### src/rtl/macd_pkg.sv
`timescale 1ns / 1ps
// Shared definitions for the MACD indicator stream: widths, default periods,
// averaging commands and the control bundle for the bit-serial average units.
// No dependencies.
package macd_pkg;

    localparam int unsigned FAST_PERIOD_DEF   = 12;
    localparam int unsigned SLOW_PERIOD_DEF   = 26;
    localparam int unsigned SIGNAL_PERIOD_DEF = 9;

    // Price and result fields are Q16.16 / Q15.16 words.
    localparam int unsigned PRICE_WIDTH = 32;
    // Window sums of up to 64 prices and all averaging numerators fit here.
    localparam int unsigned AVG_WIDTH   = 40;
    // A difference of two 32-bit values, one guard bit for saturation.
    localparam int unsigned DIFF_WIDTH  = PRICE_WIDTH + 1;

    localparam logic [PRICE_WIDTH-1:0] SAT_MAX = {1'b0, {(PRICE_WIDTH-1){1'b1}}};
    localparam logic [PRICE_WIDTH-1:0] SAT_MIN = {1'b1, {(PRICE_WIDTH-1){1'b0}}};

    typedef enum logic [1:0] {
        AVG_ACCUM = 2'b00,  // add the sample to the window sum
        AVG_SEED  = 2'b01,  // close the window: (sum + x) / N
        AVG_EMA   = 2'b10   // (2x + (N-1)avg) / (N+1)
    } avg_op_t;

    typedef struct packed {
        logic    start;
        logic    clr;
        avg_op_t op;
    } avg_ctrl_t;

endpackage

### src/rtl/macd_serial_avg.sv
`timescale 1ns / 1ps
// Bit-serial averaging unit: keeps one 40-bit accumulator and applies one
// averaging command per start. Depends on macd_pkg.
module macd_serial_avg
    import macd_pkg::*;
#(
    parameter int unsigned Period = FAST_PERIOD_DEF
) (
    input  logic                 aclk,
    input  logic                 aresetn,
    input  avg_ctrl_t            ctrl,
    input  logic [AVG_WIDTH-1:0] x_in,
    output logic                 busy,
    output logic [AVG_WIDTH-1:0] acc
);

    localparam int unsigned CoefWidth = $clog2(Period + 2);
    localparam int unsigned SumWidth  = $clog2(2 * (CoefWidth + 2) + 1);
    localparam int unsigned CntWidth  = $clog2(AVG_WIDTH);
    localparam logic [CntWidth-1:0]  LastBit = CntWidth'(AVG_WIDTH - 1);
    localparam logic [CoefWidth-1:0] EmaMul  = CoefWidth'(Period - 1);
    localparam logic [CoefWidth-1:0] SeedDiv = CoefWidth'(Period);
    localparam logic [CoefWidth-1:0] EmaDiv  = CoefWidth'(Period + 1);
    localparam logic [CoefWidth-1:0] OneMul  = CoefWidth'(1);

    typedef enum logic [4:0] {
        AVG_IDLE = 5'b00001,
        AVG_NUM  = 5'b00010,
        AVG_NEG1 = 5'b00100,
        AVG_DIV  = 5'b01000,
        AVG_NEG2 = 5'b10000
    } avg_state_t;

    avg_state_t             state_reg, state_next;
    logic [AVG_WIDTH-1:0]   work_reg, work_next;
    logic [AVG_WIDTH-1:0]   xsh_reg, xsh_next;
    logic [CoefWidth-2:0]   acc_win_reg, acc_win_next;
    logic                   x_prev_reg, x_prev_next;
    logic [CoefWidth-1:0]   mul_reg, mul_next;
    logic [1:0]             xmul_reg, xmul_next;
    logic [CoefWidth-1:0]   div_reg, div_next;
    logic                   do_div_reg, do_div_next;
    logic [SumWidth-2:0]    carry_reg, carry_next;
    logic [CoefWidth-1:0]   rem_reg, rem_next;
    logic                   sign_reg, sign_next;
    logic                   seen_reg, seen_next;
    logic [CntWidth-1:0]    cnt_reg, cnt_next;

    logic [CoefWidth-1:0]   accw;
    logic [1:0]             xw;
    logic [SumWidth-1:0]    num_sum;
    logic [CoefWidth:0]     trial;
    logic                   trial_ge;
    logic                   neg_bit;
    logic                   last_bit;

    assign busy = (state_reg != AVG_IDLE);
    assign acc  = work_reg;

    // Bit j of the numerator: weighted taps of the accumulator and sample streams.
    always_comb begin
        accw    = {acc_win_reg, work_reg[0]};
        xw      = {x_prev_reg, xsh_reg[0]};
        num_sum = SumWidth'(carry_reg);
        for (int k = 0; k < CoefWidth; k++) begin
            num_sum = num_sum + SumWidth'(mul_reg[k] & accw[k]);
        end
        for (int k = 0; k < 2; k++) begin
            num_sum = num_sum + SumWidth'(xmul_reg[k] & xw[k]);
        end
        trial    = {rem_reg, work_reg[AVG_WIDTH-1]};
        trial_ge = (trial >= {1'b0, div_reg});
        neg_bit  = work_reg[0] ^ seen_reg;
        last_bit = (cnt_reg == LastBit);
    end

    always_comb begin
        state_next   = state_reg;
        work_next    = work_reg;
        xsh_next     = xsh_reg;
        acc_win_next = acc_win_reg;
        x_prev_next  = x_prev_reg;
        mul_next     = mul_reg;
        xmul_next    = xmul_reg;
        div_next     = div_reg;
        do_div_next  = do_div_reg;
        carry_next   = carry_reg;
        rem_next     = rem_reg;
        sign_next    = sign_reg;
        seen_next    = seen_reg;
        // Every pass is one full word long; restart the bit count for the next pass.
        cnt_next     = last_bit ? '0 : cnt_reg + CntWidth'(1);

        unique case (state_reg)
            AVG_IDLE: begin
                cnt_next = '0;
                if (ctrl.start) begin
                    state_next   = AVG_NUM;
                    xsh_next     = x_in;
                    acc_win_next = '0;
                    x_prev_next  = 1'b0;
                    carry_next   = '0;
                    rem_next     = '0;
                    seen_next    = 1'b0;
                    unique case (ctrl.op)
                        AVG_ACCUM: begin
                            mul_next    = OneMul;
                            xmul_next   = 2'd1;
                            div_next    = SeedDiv;
                            do_div_next = 1'b0;
                        end
                        AVG_SEED: begin
                            mul_next    = OneMul;
                            xmul_next   = 2'd1;
                            div_next    = SeedDiv;
                            do_div_next = 1'b1;
                        end
                        AVG_EMA: begin
                            mul_next    = EmaMul;
                            xmul_next   = 2'd2;
                            div_next    = EmaDiv;
                            do_div_next = 1'b1;
                        end
                        default: begin
                            mul_next    = OneMul;
                            xmul_next   = 2'd1;
                            div_next    = SeedDiv;
                            do_div_next = 1'b0;
                        end
                    endcase
                end else if (ctrl.clr) begin
                    work_next = '0;
                end
            end
            AVG_NUM: begin
                // Rotate right: accumulator bit leaves, numerator bit enters on top.
                work_next    = {num_sum[0], work_reg[AVG_WIDTH-1:1]};
                xsh_next     = {1'b0, xsh_reg[AVG_WIDTH-1:1]};
                acc_win_next = accw[CoefWidth-2:0];
                x_prev_next  = xsh_reg[0];
                carry_next   = num_sum[SumWidth-1:1];
                if (last_bit) begin
                    sign_next = num_sum[0];
                    if (!do_div_reg) begin
                        state_next = AVG_IDLE;
                    end else if (num_sum[0]) begin
                        state_next = AVG_NEG1;
                    end else begin
                        state_next = AVG_DIV;
                    end
                end
            end
            AVG_NEG1: begin
                work_next = {neg_bit, work_reg[AVG_WIDTH-1:1]};
                seen_next = seen_reg | work_reg[0];
                if (last_bit) begin
                    state_next = AVG_DIV;
                end
            end
            AVG_DIV: begin
                // Long division by a small constant, one quotient bit per cycle.
                work_next = {work_reg[AVG_WIDTH-2:0], trial_ge};
                rem_next  = trial_ge ? CoefWidth'(trial - {1'b0, div_reg})
                                     : trial[CoefWidth-1:0];
                seen_next = 1'b0;
                if (last_bit) begin
                    state_next = sign_reg ? AVG_NEG2 : AVG_IDLE;
                end
            end
            AVG_NEG2: begin
                work_next = {neg_bit, work_reg[AVG_WIDTH-1:1]};
                seen_next = seen_reg | work_reg[0];
                if (last_bit) begin
                    state_next = AVG_IDLE;
                end
            end
            default: begin
                state_next = AVG_IDLE;
            end
        endcase
    end

    always_ff @(posedge aclk) begin
        if (!aresetn) begin
            state_reg <= AVG_IDLE;
            work_reg  <= '0;
            cnt_reg   <= '0;
        end else begin
            state_reg <= state_next;
            work_reg  <= work_next;
            cnt_reg   <= cnt_next;
        end
    end

    always_ff @(posedge aclk) begin
        xsh_reg     <= xsh_next;
        acc_win_reg <= acc_win_next;
        x_prev_reg  <= x_prev_next;
        mul_reg     <= mul_next;
        xmul_reg    <= xmul_next;
        div_reg     <= div_next;
        do_div_reg  <= do_div_next;
        carry_reg   <= carry_next;
        rem_reg     <= rem_next;
        sign_reg    <= sign_next;
        seen_reg    <= seen_next;
    end

endmodule

### src/rtl/macd_serial_sub.sv
`timescale 1ns / 1ps
// Bit-serial subtractor with saturation to a signed 32-bit word, shared for
// the MACD line and the histogram. Depends on macd_pkg.
module macd_serial_sub
    import macd_pkg::*;
(
    input  logic                   aclk,
    input  logic                   aresetn,
    input  logic                   start,
    input  logic [DIFF_WIDTH-1:0]  a_in,
    input  logic [DIFF_WIDTH-1:0]  b_in,
    output logic                   busy,
    output logic [PRICE_WIDTH-1:0] result
);

    localparam int unsigned CntWidth = $clog2(DIFF_WIDTH);
    localparam logic [CntWidth-1:0] LastBit = CntWidth'(DIFF_WIDTH - 1);

    logic                  busy_reg, busy_next;
    logic [CntWidth-1:0]   cnt_reg, cnt_next;
    logic [DIFF_WIDTH-1:0] a_reg, a_next;
    logic [DIFF_WIDTH-1:0] b_reg, b_next;
    logic [DIFF_WIDTH-1:0] r_reg, r_next;
    logic                  carry_reg, carry_next;
    logic [1:0]            bit_sum;

    assign busy = busy_reg;

    always_comb begin
        bit_sum    = {1'b0, a_reg[0]} + {1'b0, ~b_reg[0]} + {1'b0, carry_reg};
        busy_next  = busy_reg;
        cnt_next   = cnt_reg;
        a_next     = a_reg;
        b_next     = b_reg;
        r_next     = r_reg;
        carry_next = carry_reg;
        if (!busy_reg) begin
            if (start) begin
                busy_next  = 1'b1;
                cnt_next   = '0;
                a_next     = a_in;
                b_next     = b_in;
                carry_next = 1'b1;
            end
        end else begin
            a_next     = {1'b0, a_reg[DIFF_WIDTH-1:1]};
            b_next     = {1'b0, b_reg[DIFF_WIDTH-1:1]};
            r_next     = {bit_sum[0], r_reg[DIFF_WIDTH-1:1]};
            carry_next = bit_sum[1];
            cnt_next   = cnt_reg + CntWidth'(1);
            if (cnt_reg == LastBit) begin
                busy_next = 1'b0;
            end
        end
    end

    // Clamp when the guard bit disagrees with the sign of the 32-bit word.
    always_comb begin
        if (r_reg[DIFF_WIDTH-1] != r_reg[PRICE_WIDTH-1]) begin
            result = r_reg[DIFF_WIDTH-1] ? SAT_MIN : SAT_MAX;
        end else begin
            result = r_reg[PRICE_WIDTH-1:0];
        end
    end

    always_ff @(posedge aclk) begin
        if (!aresetn) begin
            busy_reg <= 1'b0;
            cnt_reg  <= '0;
        end else begin
            busy_reg <= busy_next;
            cnt_reg  <= cnt_next;
        end
    end

    always_ff @(posedge aclk) begin
        a_reg     <= a_next;
        b_reg     <= b_next;
        r_reg     <= r_next;
        carry_reg <= carry_next;
    end

endmodule

### src/rtl/macd_indicator_stream.sv
`timescale 1ns / 1ps
// MACD indicator stream, top level. Uses macd_pkg, macd_serial_avg and
// macd_serial_sub.
//
// One closing price (unsigned Q16.16) goes in per item; from the sample that
// completes the signal window on (index SlowPeriod+SignalPeriod-2 of a series,
// the 34th sample with 12/26/9) one result item comes out per price: the price,
// the fast and slow averages, the MACD line, the signal line and the histogram.
// Earlier samples of a series only feed the averages and produce nothing.
// Raising start_of_series with a price clears all averages and the sample
// count first, so that price opens a new series. Each average starts as the
// plain mean of its first window and then follows (2x + (N-1)avg) / (N+1);
// divisions round toward zero, MACD and histogram saturate to 32 bits.
// The datapath is bit-serial: every addition, constant multiplication and
// division walks through 40-bit shift registers one bit per cycle. Fast and
// slow averages run side by side, then MACD, signal and histogram follow in
// turn. While a window fills its average only adds; once it has closed, the
// average also runs a division pass, and a negative signal numerator adds
// two negation passes. The signal average runs only once the slow window has
// closed, the histogram only for items that give a result. One item is worked
// on at a time; a finished result waits in the output register, and the next
// item is taken while it waits.
module macd_indicator_stream
    import macd_pkg::*;
#(
    parameter int unsigned FastPeriod   = FAST_PERIOD_DEF,
    parameter int unsigned SlowPeriod   = SLOW_PERIOD_DEF,
    parameter int unsigned SignalPeriod = SIGNAL_PERIOD_DEF
) (
    input  logic                          aclk,
    input  logic                          aresetn,

    input  logic                          s_valid,
    output logic                          s_ready,
    input  logic [PRICE_WIDTH-1:0]        s_close_price,
    input  logic                          s_start_of_series,

    output logic                          m_valid,
    input  logic                          m_ready,
    output logic [PRICE_WIDTH-1:0]        m_price_echo,
    output logic [PRICE_WIDTH-1:0]        m_fast_average,
    output logic [PRICE_WIDTH-1:0]        m_slow_average,
    output logic signed [PRICE_WIDTH-1:0] m_macd_line,
    output logic signed [PRICE_WIDTH-1:0] m_signal_line,
    output logic signed [PRICE_WIDTH-1:0] m_histogram
);

    localparam int unsigned Warmup     = SlowPeriod + SignalPeriod - 2;
    localparam int unsigned CapA       = (FastPeriod > SlowPeriod) ? FastPeriod : SlowPeriod;
    localparam int unsigned CountCap   = (CapA > Warmup + 1) ? CapA : Warmup + 1;
    localparam int unsigned CountWidth = $clog2(CountCap + 1);
    localparam int unsigned CmpWidth   = CountWidth + 1;
    localparam int unsigned ExtWidth   = AVG_WIDTH - PRICE_WIDTH;

    typedef enum logic [5:0] {
        ST_IDLE = 6'b000001,
        ST_AVG  = 6'b000010,
        ST_MACD = 6'b000100,
        ST_SIG  = 6'b001000,
        ST_HIST = 6'b010000,
        ST_DONE = 6'b100000
    } state_t;

    state_t                  state_reg, state_next;
    logic                    go_reg, go_next;
    logic [CountWidth-1:0]   count_reg, count_next;
    logic [PRICE_WIDTH-1:0]  price_reg, price_next;
    logic [PRICE_WIDTH-1:0]  macd_reg, macd_next;

    logic                    m_valid_reg, m_valid_next;
    logic [PRICE_WIDTH-1:0]  m_price_reg, m_price_next;
    logic [PRICE_WIDTH-1:0]  m_fast_reg, m_fast_next;
    logic [PRICE_WIDTH-1:0]  m_slow_reg, m_slow_next;
    logic [PRICE_WIDTH-1:0]  m_macd_reg, m_macd_next;
    logic [PRICE_WIDTH-1:0]  m_sig_reg, m_sig_next;
    logic [PRICE_WIDTH-1:0]  m_hist_reg, m_hist_next;

    logic                    in_fire;
    logic [CmpWidth-1:0]     idx;
    logic [CmpWidth-1:0]     idx_inc;
    logic                    fast_seeded, fast_seed_now;
    logic                    slow_seeded, slow_seed_now;
    logic                    sig_active, sig_accum, sig_seed_now;
    logic                    emit;

    avg_ctrl_t               fast_ctrl, slow_ctrl, sig_ctrl;
    logic                    fast_busy, slow_busy, sig_busy;
    logic [AVG_WIDTH-1:0]    fast_acc, slow_acc, sig_acc;
    logic [AVG_WIDTH-1:0]    price_ext, macd_ext;
    logic [PRICE_WIDTH-1:0]  fast_val, slow_val, sig_val;

    logic                    sub_start, sub_busy;
    logic [DIFF_WIDTH-1:0]   sub_a, sub_b;
    logic [PRICE_WIDTH-1:0]  sub_result;

    assign s_ready        = (state_reg == ST_IDLE);
    assign in_fire        = s_valid && s_ready;

    assign m_valid        = m_valid_reg;
    assign m_price_echo   = m_price_reg;
    assign m_fast_average = m_fast_reg;
    assign m_slow_average = m_slow_reg;
    assign m_macd_line    = m_macd_reg;
    assign m_signal_line  = m_sig_reg;
    assign m_histogram    = m_hist_reg;

    // Where this sample sits in its series decides each average's command.
    assign idx           = {1'b0, count_reg};
    assign idx_inc       = idx + CmpWidth'(1);
    assign fast_seeded   = (idx_inc >= CmpWidth'(FastPeriod));
    assign fast_seed_now = (idx_inc == CmpWidth'(FastPeriod));
    assign slow_seeded   = (idx_inc >= CmpWidth'(SlowPeriod));
    assign slow_seed_now = (idx_inc == CmpWidth'(SlowPeriod));
    assign sig_active    = (idx_inc >= CmpWidth'(SlowPeriod));
    assign sig_accum     = (idx < CmpWidth'(Warmup));
    assign sig_seed_now  = (idx == CmpWidth'(Warmup));
    assign emit          = (idx >= CmpWidth'(Warmup));

    // An average that has not closed its first window counts as zero.
    assign fast_val = fast_seeded ? fast_acc[PRICE_WIDTH-1:0] : '0;
    assign slow_val = slow_seeded ? slow_acc[PRICE_WIDTH-1:0] : '0;
    assign sig_val  = emit ? sig_acc[PRICE_WIDTH-1:0] : '0;

    assign price_ext = {{ExtWidth{1'b0}}, price_reg};
    assign macd_ext  = {{ExtWidth{macd_reg[PRICE_WIDTH-1]}}, macd_reg};

    always_comb begin
        fast_ctrl.start = go_reg && (state_reg == ST_AVG);
        fast_ctrl.clr   = in_fire && s_start_of_series;
        fast_ctrl.op    = !fast_seeded ? AVG_ACCUM : (fast_seed_now ? AVG_SEED : AVG_EMA);

        slow_ctrl.start = go_reg && (state_reg == ST_AVG);
        slow_ctrl.clr   = in_fire && s_start_of_series;
        slow_ctrl.op    = !slow_seeded ? AVG_ACCUM : (slow_seed_now ? AVG_SEED : AVG_EMA);

        sig_ctrl.start  = go_reg && (state_reg == ST_SIG);
        sig_ctrl.clr    = in_fire && s_start_of_series;
        sig_ctrl.op     = sig_accum ? AVG_ACCUM : (sig_seed_now ? AVG_SEED : AVG_EMA);
    end

    // One subtractor serves fast - slow first and MACD - signal afterwards.
    always_comb begin
        sub_start = go_reg && ((state_reg == ST_MACD) || (state_reg == ST_HIST));
        if (state_reg == ST_MACD) begin
            sub_a = {1'b0, fast_val};
            sub_b = {1'b0, slow_val};
        end else begin
            sub_a = {macd_reg[PRICE_WIDTH-1], macd_reg};
            sub_b = {sig_val[PRICE_WIDTH-1], sig_val};
        end
    end

    always_comb begin
        state_next   = state_reg;
        go_next      = 1'b0;
        count_next   = count_reg;
        price_next   = price_reg;
        macd_next    = macd_reg;
        m_valid_next = m_valid_reg;
        m_price_next = m_price_reg;
        m_fast_next  = m_fast_reg;
        m_slow_next  = m_slow_reg;
        m_macd_next  = m_macd_reg;
        m_sig_next   = m_sig_reg;
        m_hist_next  = m_hist_reg;

        // Drop the held result once it is taken.
        if (m_valid_reg && m_ready) begin
            m_valid_next = 1'b0;
        end

        unique case (state_reg)
            ST_IDLE: begin
                if (in_fire) begin
                    price_next = s_close_price;
                    if (s_start_of_series) begin
                        count_next = '0;
                    end
                    state_next = ST_AVG;
                    go_next    = 1'b1;
                end
            end
            ST_AVG: begin
                if (!go_reg && !fast_busy && !slow_busy) begin
                    state_next = ST_MACD;
                    go_next    = 1'b1;
                end
            end
            ST_MACD: begin
                if (!go_reg && !sub_busy) begin
                    macd_next = sub_result;
                    if (sig_active) begin
                        state_next = ST_SIG;
                        go_next    = 1'b1;
                    end else begin
                        state_next = ST_DONE;
                    end
                end
            end
            ST_SIG: begin
                if (!go_reg && !sig_busy) begin
                    if (emit) begin
                        state_next = ST_HIST;
                        go_next    = 1'b1;
                    end else begin
                        state_next = ST_DONE;
                    end
                end
            end
            ST_HIST: begin
                if (!go_reg && !sub_busy) begin
                    state_next = ST_DONE;
                end
            end
            ST_DONE: begin
                // Hold here until the output register is free for this result.
                if (!emit || !m_valid_reg || m_ready) begin
                    state_next = ST_IDLE;
                    if (idx < CmpWidth'(CountCap)) begin
                        count_next = count_reg + CountWidth'(1);
                    end
                    if (emit) begin
                        m_valid_next = 1'b1;
                        m_price_next = price_reg;
                        m_fast_next  = fast_val;
                        m_slow_next  = slow_val;
                        m_macd_next  = macd_reg;
                        m_sig_next   = sig_val;
                        m_hist_next  = sub_result;
                    end
                end
            end
            default: begin
                state_next = ST_IDLE;
            end
        endcase
    end

    always_ff @(posedge aclk) begin
        if (!aresetn) begin
            state_reg   <= ST_IDLE;
            go_reg      <= 1'b0;
            count_reg   <= '0;
            m_valid_reg <= 1'b0;
        end else begin
            state_reg   <= state_next;
            go_reg      <= go_next;
            count_reg   <= count_next;
            m_valid_reg <= m_valid_next;
        end
    end

    always_ff @(posedge aclk) begin
        price_reg   <= price_next;
        macd_reg    <= macd_next;
        m_price_reg <= m_price_next;
        m_fast_reg  <= m_fast_next;
        m_slow_reg  <= m_slow_next;
        m_macd_reg  <= m_macd_next;
        m_sig_reg   <= m_sig_next;
        m_hist_reg  <= m_hist_next;
    end

    macd_serial_avg #(
        .Period (FastPeriod)
    ) u_fast_avg (
        .aclk    (aclk),
        .aresetn (aresetn),
        .ctrl    (fast_ctrl),
        .x_in    (price_ext),
        .busy    (fast_busy),
        .acc     (fast_acc)
    );

    macd_serial_avg #(
        .Period (SlowPeriod)
    ) u_slow_avg (
        .aclk    (aclk),
        .aresetn (aresetn),
        .ctrl    (slow_ctrl),
        .x_in    (price_ext),
        .busy    (slow_busy),
        .acc     (slow_acc)
    );

    macd_serial_avg #(
        .Period (SignalPeriod)
    ) u_sig_avg (
        .aclk    (aclk),
        .aresetn (aresetn),
        .ctrl    (sig_ctrl),
        .x_in    (macd_ext),
        .busy    (sig_busy),
        .acc     (sig_acc)
    );

    macd_serial_sub u_sub (
        .aclk    (aclk),
        .aresetn (aresetn),
        .start   (sub_start),
        .a_in    (sub_a),
        .b_in    (sub_b),
        .busy    (sub_busy),
        .result  (sub_result)
    );

endmodule

### config.mk
export PLATFORM = sky130hd
export DESIGN_NAME = macd_indicator_stream
export DESIGN_NICKNAME = d
export VERILOG_FILES = /design/src/rtl/macd_pkg.sv /design/src/rtl/macd_serial_avg.sv /design/src/rtl/macd_serial_sub.sv /design/src/rtl/macd_indicator_stream.sv
export SDC_FILE = /design/constraint.sdc
export NUM_CORES = 1
export LEC_CHECK = 0
export BUFFER_PORTS_ARGS = -buffer_cell sky130_fd_sc_hd__buf_2
export CORE_ASPECT_RATIO = 0.6
export CORE_MARGIN = 1.5
export CORE_UTILIZATION = 50
export CTS_CLUSTER_SIZE = 28
export DETAILED_ROUTE_END_ITERATION = 8
export PLACE_DENSITY = 0.68
export SYNTH_ARGS = -nofsm -noshare
export SYNTH_HDL_FRONTEND = slang
export SYNTH_HIERARCHICAL = 1
export SYNTH_SLANG_ARGS = --single-unit
### constraint.sdc
create_clock -name aclk -period 15.12 [get_ports aclk]
set_input_delay 3.024 -clock aclk [delete_from_list [all_inputs] [get_ports aclk]]
set_output_delay 3.024 -clock aclk [all_outputs]
set_load 0.03 [all_outputs]
==> metrics.md, run 1 <==
| Metric | Value |
|---|---|
| Status | `complete, no violations` |
| Static Leak | `12.6 nW` |
| Met1 Wirelength | `30500 um` |
| Mux share of post-synthesis cell area | `7.10%` |
| Cts repair resizes | `0` |
| Worst path required time | `12.10 ns` |
| Mapped Area | `29500 um2` |
| Row count | `68` |
| Vias in the first global route | `17300` |
| Main combinational cell family by area after synthesis | `compound AO/OA/AOI/OAI gates` |
| Metal2 WL | `27700 um` |
| Library cells used by synthesis | `80` |
| Synth top cells by count | `edfxtp_1, nand2_1, dfxtp_1` |
| DRC Markers | `0` |
| Die Wd | `317 um` |
| Post-Syn Instances | `2224` |
| Clock Sinks | `700` |
| Placed Instance Area | `31300 um2` |
| TritonCTS clock tree | `built` |
| Diodes inserted | `0` |
| Routed Antenna Nets | `0` |
| Max IR drop VDD | `0.0952 mV` |
| Iter 0 DRT Violations | `1581` |
| Die height | `191 um` |
| Pre-Repair DR Iteration Count | `8` |
| Final Cycle Share | `32.4%` |
| CTS Root Cell | `clkbuf_16` |
| P&R area growth vs syn | `12.8%` |
| Count leader, synth | `edfxtp_1` |
| Global-route wire length before repair | `98700 um` |
| Die ar. | `60600 um2` |
| Overall routing resource usage | `20.6%` |
| Max frequency | `204 MHz` |
| Core region area | `57900 um2` |
| Flops & latches, synth | `700` |
| WL met3 | `3600 um` |
| Post CTS Setup Buffer Count | `0` |
| WL/cell | `19.4 um` |
| Worst reg2reg path endpoint | `m_macd_line[5]` |
| Total of max-cap violations | `0` |
| Worst-Margin Slew | `1.22 ns` |
| CTS Hold Bufs | `0` |
| Synth area leaders | `edfxtp_1, dfxtp_1, mux2_2` |
| XOR/XNOR share of the synthesized area | `0.771%` |
| Max clock buf depth | `3` |
| Reg2Reg Depth | `7` |
| Clk_lat worst skew | `0.64 ns` |
| Worst r2r src | `count_reg[0]` |
| H-Tree Depth | `2` |
| Via Count | `18300` |
| Post-Layout Inst Area | `33300 um2` |
| Worst Path Arrival | `1.88 ns` |
| Number of synthesized flops with an enable pin | `524` |
| CP Max Fanout | `8` |
| Vias/cell | `5.64` |
| Initial antenna violation count | `0` |
| Starting Density | `51.0%` |
| Compound-Gate Fraction of Synth Area | `11.2%` |
| Worst R2R Setup Slack | `11.56 ns` |
| Post-Syn Area per Cell | `13.3 um2` |
| Relative slew margins | `18.3%` |
| Final setup violation count | `0` |
| Crit end category | `output pin` |
| Adder-cell area share of the yosys netlist | `2.10%` |
| Layout Nets | `2498` |
| Final Hold Vio Count | `0` |
| Hpwl dp | `40200 um` |
| Top sig layer | `met4` |
| GRT overflow | `0` |
| PD cells | `112 nW/um2` |
| Critical path capture point | `s_ready` |
| CTS clk-pin slew, worst paths | `0.07 ns` |
| Warnings from Yosys | `6` |
| Leading area contributor after synthesis | `edfxtp_1` |
| Detailed-route wire length | `62800 um` |
| CTS Buf Count | `61` |
| Worst setup path startpoint | `state_reg[2]` |
| Seq/Total Area, Yosys | `65.2%` |
| Worst setup SP type | `flip-flop` |
| Largest net degree at the start of global routing | `193` |
| Primary FF master, synth | `edfxtp_1` |
| Worst Hold Class | `reg2reg` |
| TNS Setup | `0 ns` |
| Setup CP Type | `reg2out` |
| Post-synthesis simple-gate area fraction | `10.2%` |
| Max-slew violations | `0` |
| Worst Skew | `0.0133 ns` |
| Routability congestion estimate | `0.861` |
| Share of layout cells above drive strength 1 | `22.3%` |
| Final Critical Period | `4.90 ns` |
| Port Buffers | `230` |
| Final core occ | `57.5%` |
| Yosys top cell area share | `53.3%` |
| Post-synth ARST share | `0%` |
| Ports | `231` |
| RSZ-0062 raised after global routing | `no` |
[per-layer routing]
layer / global-route usage [%] / up-vias
met1: 32.3 / 9068
li1: - / 8609
met3: 3.15 / 66
met4: 4.76 / 0
met5: 0 / -
met2: 29.8 / 534
[through the flow]
step           instances  worst slack (ns)  hold WS, ns  power, mW
2_1_floorplan       2239              3.32        0.413       2.15
3_3_place_gp        3124             10.01        0.425       2.17
3_5_place_dp        3124              9.96        0.433       2.18
4_1_cts             3240             10.20        0.449       3.75
5_1_grt             3241             10.11        0.459       3.83
6_report            3241             10.22        0.443       3.72
[placed cells by master, fill, tap and decap left out, types with 9 or more instances in the layout]
cell type  instances
clkbuf_1          17
o2bb2ai_1         42
a21oi_1           67
edfxtp_1         524
mux2_2           132
and2_1           116
buf_2            230
o211ai_1          40
nor3b_1            9
nand4_1           13
xor2_1            11
a21o_1            41
dfxtp_1          175
ha_1              32
a22oi_1           79
xnor2_1           15
clkinv_1          10
clkbuf_16         62
and3_1            17
nand2_1          281
a22o_1            77
fa_1              11
nor2b_1           16
nand3_1           29
mux2_4            34
buf_4             28
a31oi_1            9
conb_1            16
mux2i_1           10
clkinv_2          11
nor2_1            77
o21ai_0           18
inv_1             71
[area by class of cell]
class	instances	area, um2
multi-input combinational	1321	9420
sequential	700	19300
fill	4565	24600
timing repair buffer	260	1410
clock inverter	34	352
tap	770	963
clock buffer	82	1660
inverter	74	278
[report_power, final]
part	switching, mW	internal [mW]	total [mW]	leakage [nW]
clock	0.703	0.877	1.58	0.979
combinational	0.0434	0.0267	0.0701	5.32
sequential	0.00816	2.06	2.07	6.34
[worst max-delay path, cell delays in order (launching register included)]
cell and delay (ns):
dfxtp_1 0.40, nor3_1 0.21, nand3_1 0.23, inv_1 0.17, buf_2 0.24
[kinds of logic (layout without fill, tap and decap cells)]
family / after synthesis / after routing
compound gates: 438 / 438
xor+xnor: 26 / 26
fa+ha+maj: 43 / 43
buf+inv: 218 / 450
flops: 700 / 700
mux: 176 / 176
other cells: 1 / 16
simple gates: 622 / 622
[how the worst min path moves through the flow]
| stage | depth (start not counted) | from | end |
|---|---|---|---|
| floorplan | 1 | u_fast_avg/cnt_reg[0] | u_fast_avg/cnt_reg[0] |
| global placement | 1 | u_fast_avg/cnt_reg[0] | u_fast_avg/cnt_reg[0] |
| detailed placement | 1 | u_slow_avg/cnt_reg[0] | u_slow_avg/cnt_reg[0] |
| CTS | 1 | u_slow_avg/cnt_reg[0] | u_slow_avg/cnt_reg[0] |
| global route | 0 | u_sub/r_reg[1] | u_sub/r_reg[0] |
| finish | 1 | u_slow_avg/cnt_reg[0] | u_slow_avg/cnt_reg[0] |
(Power assumes the default switching activity.)
==> inputs of run 2 (changes only) <==
--- a/config.mk
+++ b/config.mk
@@ -11,7 +11,7 @@
 export CORE_UTILIZATION = 50
 export CTS_CLUSTER_SIZE = 28
 export DETAILED_ROUTE_END_ITERATION = 8
-export PLACE_DENSITY = 0.68
+export PLACE_DENSITY = 0.71
 export SYNTH_ARGS = -nofsm -noshare
 export SYNTH_HDL_FRONTEND = slang
 export SYNTH_HIERARCHICAL = 1
==> constraint.sdc (replaced) <==
create_clock -name aclk -period 4.5 [get_ports aclk]
set_input_delay 0.9 -clock aclk [delete_from_list [all_inputs] [get_ports aclk]]
set_output_delay 0.9 -clock aclk [all_outputs]
set_load 0.03 [all_outputs]
==> run 2 against run 1 <==
Clock skew up 0.016 ns; sequential share of layout area fell by 0.22 points; hold slack improved by 0.0028 ns; wire length grew 2.2%; global-route usage up 0.55 points; die area unchanged; critical path depth up 2; register-to-register slack lost 10 ns; via count increased by 1.7%.
==> metrics.md, run 2 (same netlist as run 1, synthesis figures left out) <==
| Metric | Value |
|---|---|
| Status | `complete, no violations (unchanged)` |
| Crit path buf inv count | `1 (was 2)` |
| Max frequency | `300 MHz` |
| DRC Markers | `0 (unchanged)` |
| Clk_lat worst skew | `0.62 ns (was 0.64 ns)` |
| Hpwl dp | `40900 um (was 40200 um)` |
| Routed Antenna Nets | `0 (unchanged)` |
| Switch share | `20.3% (about the same)` |
| Kind of cell adding the most delay to the critical path | `simple AND/OR/NAND/NOR gates (unchanged)` |
| CP Max Fanout | `25 (was 8)` |
| Metal2 WL | `28700 um (was 27700 um)` |
| Final Hold Vio Count | `0 (unchanged)` |
| Cells along the critical path | `nor4_2, nand2_1, nor2_1, nand4_1, nand2_2, buf_4 (was nor3_1, nand3_1, inv_1, buf_2)` |
| Row count | `68 (unchanged)` |
| Worst r2r src | `state_reg[2] (was count_reg[0])` |
| Hold Path End | `u_slow_avg/cnt_reg[0] (unchanged)` |
| Initial antenna violation count | `1 (was 0)` |
| Final Critical Period | `3.34 ns` |
| TritonCTS clock tree | `built (unchanged)` |
| Layout Nets | `2504 (was 2498)` |
| Relative slew margins | `21.9% (was 18.3%)` |
| Largest net degree at the start of global routing | `85 (was 193)` |
| TNS Setup | `0 ns (unchanged)` |
| Top sig layer | `met4 (unchanged)` |
| Gate power share | `1.9% (about the same)` |
| Port Buffers | `230 (unchanged)` |
| Pre-Repair DR Iteration Count | `5 (was 8)` |
| Worst setup SP type | `flip-flop (unchanged)` |
| Worst path required time | `4.77 ns (was 12.10 ns)` |
| Met1 Wirelength | `30400 um (was 30500 um)` |
| Static Leak | `12.6 nW (about the same)` |
| Overall routing resource usage | `21.1% (was 20.6%)` |
| Worst hold slack | `0.446 ns (was 0.443 ns)` |
| Vias/cell | `5.72 (was 5.64)` |
| GRT overflow | `0 (unchanged)` |
| Worst Hold Class | `reg2reg (unchanged)` |
| Switching power total | `2.57 mW (was 0.755 mW)` |
| Routability congestion estimate | `0.869 (was 0.861)` |
| Crit-path slowest cell | `nor2_1 (was dfxtp_1)` |
| Die height | `191 um (unchanged)` |
| CTS clk-pin slew, worst paths | `0.06 ns (was 0.07 ns)` |
| WL/cell | `19.8 um (was 19.4 um)` |
| Worst R2R Setup Slack | `1.16 ns (was 11.56 ns)` |
| Detailed-route wire length | `64200 um (was 62800 um)` |
| Max clock buf depth | `3 (unchanged)` |
| CTS Buf Count | `66 (was 61)` |
| Critical hold path startpoint | `u_slow_avg/cnt_reg[0] (unchanged)` |
| Clock share of power | `43.4% (was 42.5%)` |
| Final Cycle Share | `74.2%` |
| RSZ-0062 raised after global routing | `no (unchanged)` |
| Clock Sinks | `700 (unchanged)` |
| Worst reg2reg path endpoint | `u_fast_avg/xsh_reg[5] (was m_macd_line[5])` |
| Worst Skew | `0.0290 ns (was 0.0133 ns)` |
| Crit end category | `flip-flop (was output pin)` |
| Max IR drop VDD | `0.250 mV (was 0.0952 mV)` |
| Die ar. | `60600 um2 (unchanged)` |
| Slowest cell delay on critical path | `0.59 ns (was 0.40 ns)` |
| Most common cell after layout, fill and taps aside | `edfxtp_1 (unchanged)` |
| Worst-Margin Slew | `1.14 ns (was 1.22 ns)` |
| CTS Root Cell | `clkbuf_16 (unchanged)` |
| Die Wd | `317 um (unchanged)` |
| WL met3 | `3870 um (was 3600 um)` |
| Most frequent cells in the layout | `edfxtp_1, nand2_1, buf_2 (unchanged)` |
| Ports | `231 (unchanged)` |
| Share of layout cells above drive strength 1 | `22.5% (was 22.3%)` |
| Reg power frac | `54.7% (was 55.6%)` |
| Hold path depth | `1 (unchanged)` |
| Diodes inserted | `0 (unchanged)` |
| PD cells | `379 nW/um2 (was 112 nW/um2)` |
| Setup CP Type | `reg2reg (was reg2out)` |
| Max-slew violations | `0 (unchanged)` |
| CTS Hold Bufs | `0 (unchanged)` |
| H-Tree Depth | `3 (was 2)` |
| Iter 0 DRT Violations | `2010 (was 1581)` |
| Starting Density | `51.0% (unchanged)` |
| Cts repair resizes | `0 (unchanged)` |
| P_int | `10.1 mW (was 2.96 mW)` |
| Reg2Reg Depth | `6 (was 7)` |
| Final setup violation count | `0 (unchanged)` |
| P&R area growth vs syn | `13.3% (was 12.8%)` |
| Worst Path Arrival | `3.61 ns (was 1.88 ns)` |
| Vias in the first global route | `17900 (was 17300)` |
| Post CTS Setup Buffer Count | `0 (unchanged)` |
| Global-route wire length before repair | `101000 um (was 98700 um)` |
| Via Count | `18600 (was 18300)` |
| Total of max-cap violations | `0 (unchanged)` |
| Core region area | `57900 um2 (unchanged)` |
## run 2: changes by cell type in the layout (fill, tap and decap cells not counted), moves of 2 or more
cell | before | now
bufinv_16 | 6 | 3
clkbuf_16 | 62 | 67
clkbuf_8 | 3 | 11
clkinv_2 | 11 | 6
clkinv_8 | 0 | 2
clkinvlp_4 | 3 | 1
dfxtp_1 | 175 | 173
dfxtp_2 | 0 | 2
## run 2: power groups by stage
stage | clock, mW | combinational (mW) | sequential (mW)
3_3_place_gp | 0 | 0.221 | 7.09
5_1_grt | 5.86 | 0.263 | 6.95
4_1_cts | 5.63 | 0.230 | 6.95
6_report | 5.51 | 0.238 | 6.95
2_1_floorplan | 0 | 0.164 | 7.08
3_5_place_dp | 0 | 0.229 | 7.09
## run 2: per-layer routing
layer | track usage, % | up-vias
met5 | 0 | -
met4 | 5.42 | 0
met3 | 4.15 | 86
met2 | 31.5 | 586
met1 | 31.5 | 9273
li1 | - | 8637
## run 2: worst max-delay path by stage
stage                                         to    startpoint  slack [ns]  cells past startpoint
after detailed placement   u_fast_avg/xsh_reg[5]  state_reg[2]        1.23                      6
after global routing      u_fast_avg/xsh_reg[17]  state_reg[2]        0.93                      6
final                      u_fast_avg/xsh_reg[5]  state_reg[2]        1.16                      6
after floorplan                m_fast_average[0]  count_reg[0]      0.0002                      8
after global placement     u_fast_avg/xsh_reg[4]  state_reg[2]        1.35                      6
after CTS                 u_fast_avg/xsh_reg[17]  state_reg[2]        1.21                      6
## run 2: area by class of cell
cell class              instances  area [um2]
clock buffers                  95        1890
well taps                     770         963
clock inverters                25         229
multi-input cells            1321        9430
repair buffers                261        1420
fillers                      4526       24500
flip-flops and latches        700       19300
inverters                      74         278
## run 2: per-stage QoR
step	util (%)	setup slack [ns]	instance area [um2]	total power [mW]	std cells
after floorplan	-	0.000218	29600	7.24	2239
after global placement	54.1	1.35	31300	7.31	3125
after detailed placement	54.1	1.23	31300	7.32	3125
after CTS	57.7	1.21	33400	12.8	3245
after global routing	57.8	0.935	33500	13.1	3246
final	57.8	1.16	33500	12.7	3246
==> inputs of run 3 (changes only) <==
--- a/config.mk
+++ b/config.mk
@@ -11,7 +11,7 @@
 export CORE_UTILIZATION = 50
 export CTS_CLUSTER_SIZE = 28
 export DETAILED_ROUTE_END_ITERATION = 8
-export PLACE_DENSITY = 0.71
+export PLACE_DENSITY = 0.68
 export SYNTH_ARGS = -nofsm -noshare
 export SYNTH_HDL_FRONTEND = slang
 export SYNTH_HIERARCHICAL = 1
==> constraint.sdc (replaced) <==
create_clock -name aclk -period 3.5 [get_ports aclk]
set_input_delay 0.7 -clock aclk [delete_from_list [all_inputs] [get_ports aclk]]
set_output_delay 0.7 -clock aclk [all_outputs]
set_load 0.03 [all_outputs]
==> run 3 against run 2 <==
Register-to-register slack worse by 0.83 ns; largest cell class unchanged; via count up 0.73%; non-clock buffer count up 9; maximum frequency up 5.4%; sequential power up 28%.
==> metrics.md, run 3 (same netlist as run 1, synthesis figures left out) <==
| Metric | Value |
|---|---|
| Final Hold Vio Count | `0 (unchanged)` |
| Post CTS Setup Buffer Count | `0 (unchanged)` |
| Sequential Area | `19300 um2 (about the same)` |
| Non-filler cells in the finished layout | `3252 (was 3246)` |
| Vias in the first global route | `17900 (about the same)` |
| Global-route wire length before repair | `103000 um (was 101000 um)` |
| Worst R2R Setup Slack | `0.33 ns (was 1.16 ns)` |
| Cts repair resizes | `0 (unchanged)` |
| Routability congestion estimate | `0.813 (was 0.869)` |
| Worst Hold Class | `in2reg (was reg2reg)` |
| Reg2Reg Depth | `8 (was 6)` |
| Max frequency | `316 MHz (was 300 MHz)` |
| Iter 0 DRT Violations | `1748 (was 2010)` |
| Starting Density | `51.0% (unchanged)` |
| CTS clk-pin slew, worst paths | `0.07 ns (was 0.06 ns)` |
| Status | `complete, no violations (unchanged)` |
| TritonCTS clock tree | `built (unchanged)` |
| Crit end category | `flip-flop (unchanged)` |
| WL/cell | `20.4 um (was 19.8 um)` |
| Clock Sinks | `700 (unchanged)` |
| Hpwl dp | `42300 um (was 40900 um)` |
| Max IR drop VDD | `0.392 mV (was 0.250 mV)` |
| Setup CP Type | `reg2reg (unchanged)` |
| CTS Root Cell | `clkbuf_16 (unchanged)` |
| Hold Path End | `price_reg[11] (was u_slow_avg/cnt_reg[0])` |
| Relative slew margins | `13.5% (was 21.9%)` |
| Clk_lat worst skew | `0.67 ns (was 0.62 ns)` |
| Layout Nets | `2508 (was 2504)` |
| PD cells | `476 nW/um2 (was 379 nW/um2)` |
| Most frequent cells in the layout | `edfxtp_1, nand2_1, buf_2 (unchanged)` |
| Hold path depth | `1 (unchanged)` |
| Worst setup SP type | `flip-flop (unchanged)` |
| Largest net degree at the start of global routing | `92 (was 85)` |
| Core region area | `57900 um2 (unchanged)` |
| Pre-Repair DR Iteration Count | `5 (unchanged)` |
| Final core occ | `57.9% (was 57.8%)` |
| Routed Antenna Nets | `0 (unchanged)` |
| TNS Setup | `0 ns (unchanged)` |
| Share of layout cells above drive strength 1 | `23.1% (was 22.5%)` |
| Worst-Margin Slew | `1.30 ns (was 1.14 ns)` |
| CP Max Fanout | `34 (was 25)` |
| Worst r2r src | `count_reg[0] (was state_reg[2])` |
| Most common cell after layout, fill and taps aside | `edfxtp_1 (unchanged)` |
| CTS Hold Bufs | `0 (unchanged)` |
| P&R area growth vs syn | `13.6% (was 13.3%)` |
| DRC Markers | `0 (unchanged)` |
| Fillcell total | `4534 (was 4526)` |
| Worst hold slack | `0.220 ns (was 0.446 ns)` |
| Worst Skew | `0.0363 ns (was 0.0290 ns)` |
| Vias/cell | `5.76 (was 5.72)` |
| H-Tree Depth | `2 (was 3)` |
| Area occupied by multi-input gates | `9480 um2 (was 9430 um2)` |
| Row count | `68 (unchanged)` |
| Placed cell count | `3135 (was 3125)` |
| Detailed-route wire length | `66200 um (was 64200 um)` |
| Max-slew violations | `0 (unchanged)` |
| Worst Path Arrival | `3.69 ns (was 3.61 ns)` |
| Die height | `191 um (unchanged)` |
| Via Count | `18700 (was 18600)` |
| Die ar. | `60600 um2 (unchanged)` |
| Max clock buf depth | `3 (unchanged)` |
| Total of max-cap violations | `0 (unchanged)` |
| GRT overflow | `0 (unchanged)` |
| Ports | `231 (unchanged)` |
| Final setup violation count | `0 (unchanged)` |
| Critical hold path startpoint | `s_close_price[11] (was u_slow_avg/cnt_reg[0])` |
| Overall routing resource usage | `21.5% (was 21.1%)` |
| Die Wd | `317 um (unchanged)` |
| RSZ-0062 raised after global routing | `no (unchanged)` |
| CTS Buf Count | `61 (was 66)` |
| Static Leak | `12.6 nW (about the same)` |
| Initial antenna violation count | `3 (was 1)` |
| Worst path required time | `4.02 ns (was 4.77 ns)` |
| Final Cycle Share | `90.5% (was 74.2%)` |
| Port Buffers | `230 (unchanged)` |
| Final Critical Period | `3.17 ns (was 3.34 ns)` |
| Worst reg2reg path endpoint | `u_sub/b_reg[6] (was u_fast_avg/xsh_reg[5])` |
-- run 3: worst max-delay path by stage --
stage          cells past startpoint    startpoint                endpoint
2_1_floorplan                      8  count_reg[0]       m_fast_average[0]
3_3_place_gp                       8  count_reg[0]  u_slow_avg/xmul_reg[0]
3_5_place_dp                       8  count_reg[0]          u_sub/b_reg[6]
4_1_cts                            8  count_reg[0]          u_sub/b_reg[6]
5_1_grt                            8  count_reg[0]          u_sub/b_reg[1]
6_report                           8  count_reg[0]          u_sub/b_reg[6]
-- run 3: metal layers --
metal  vias up  track usage, %  part of all wire, %
li1       8647               -                    -
met1      9355            32.7                   47
met2       628            31.5                   44
met3        86            4.17                  6.5
met4         2            5.31                  1.7
met5         -               0                0.018
-- run 3: area by class of cell --
type,count,area share [%]
Clock inverter,42,1.16
Antenna cell,2,0.0149
Sequential cell,700,57.4
Clock buffer,73,4.68
Tap cell,770,2.87
Multi-Input combinational cell,1321,28.3
Inverter,74,0.828
Timing Repair Buffer,270,4.77
-- run 3: critical path, cell delays in order, from the launching register on --
cell and delay, ns:
dfxtp_4 0.42, ha_1 0.33, xor2_1 0.26, nor4_1 0.08
a41oi_1 0.27, o31a_1 1.05, and2_1 0.29, mux2_2 0.16
mux2_2 0.13
-- run 3: power breakdown --
part	total, mW	internal [mW]	switching [mW]
sequential	8.93	8.89	0.0358
clock	6.72	3.61	3.12
combinational	0.311	0.116	0.195
total	16.0	12.6	3.35
-- run 3: per-stage QoR --
stage | worst slack, ns | total power [mW] | instance area (um2)
2_1_floorplan | -0.843 | 9.31 | 29700
3_3_place_gp | 0.460 | 9.40 | 31600
3_5_place_dp | 0.419 | 9.42 | 31600
4_1_cts | 0.385 | 16.1 | 33600
5_1_grt | 0.124 | 16.5 | 33600
6_report | 0.334 | 16.0 | 33600
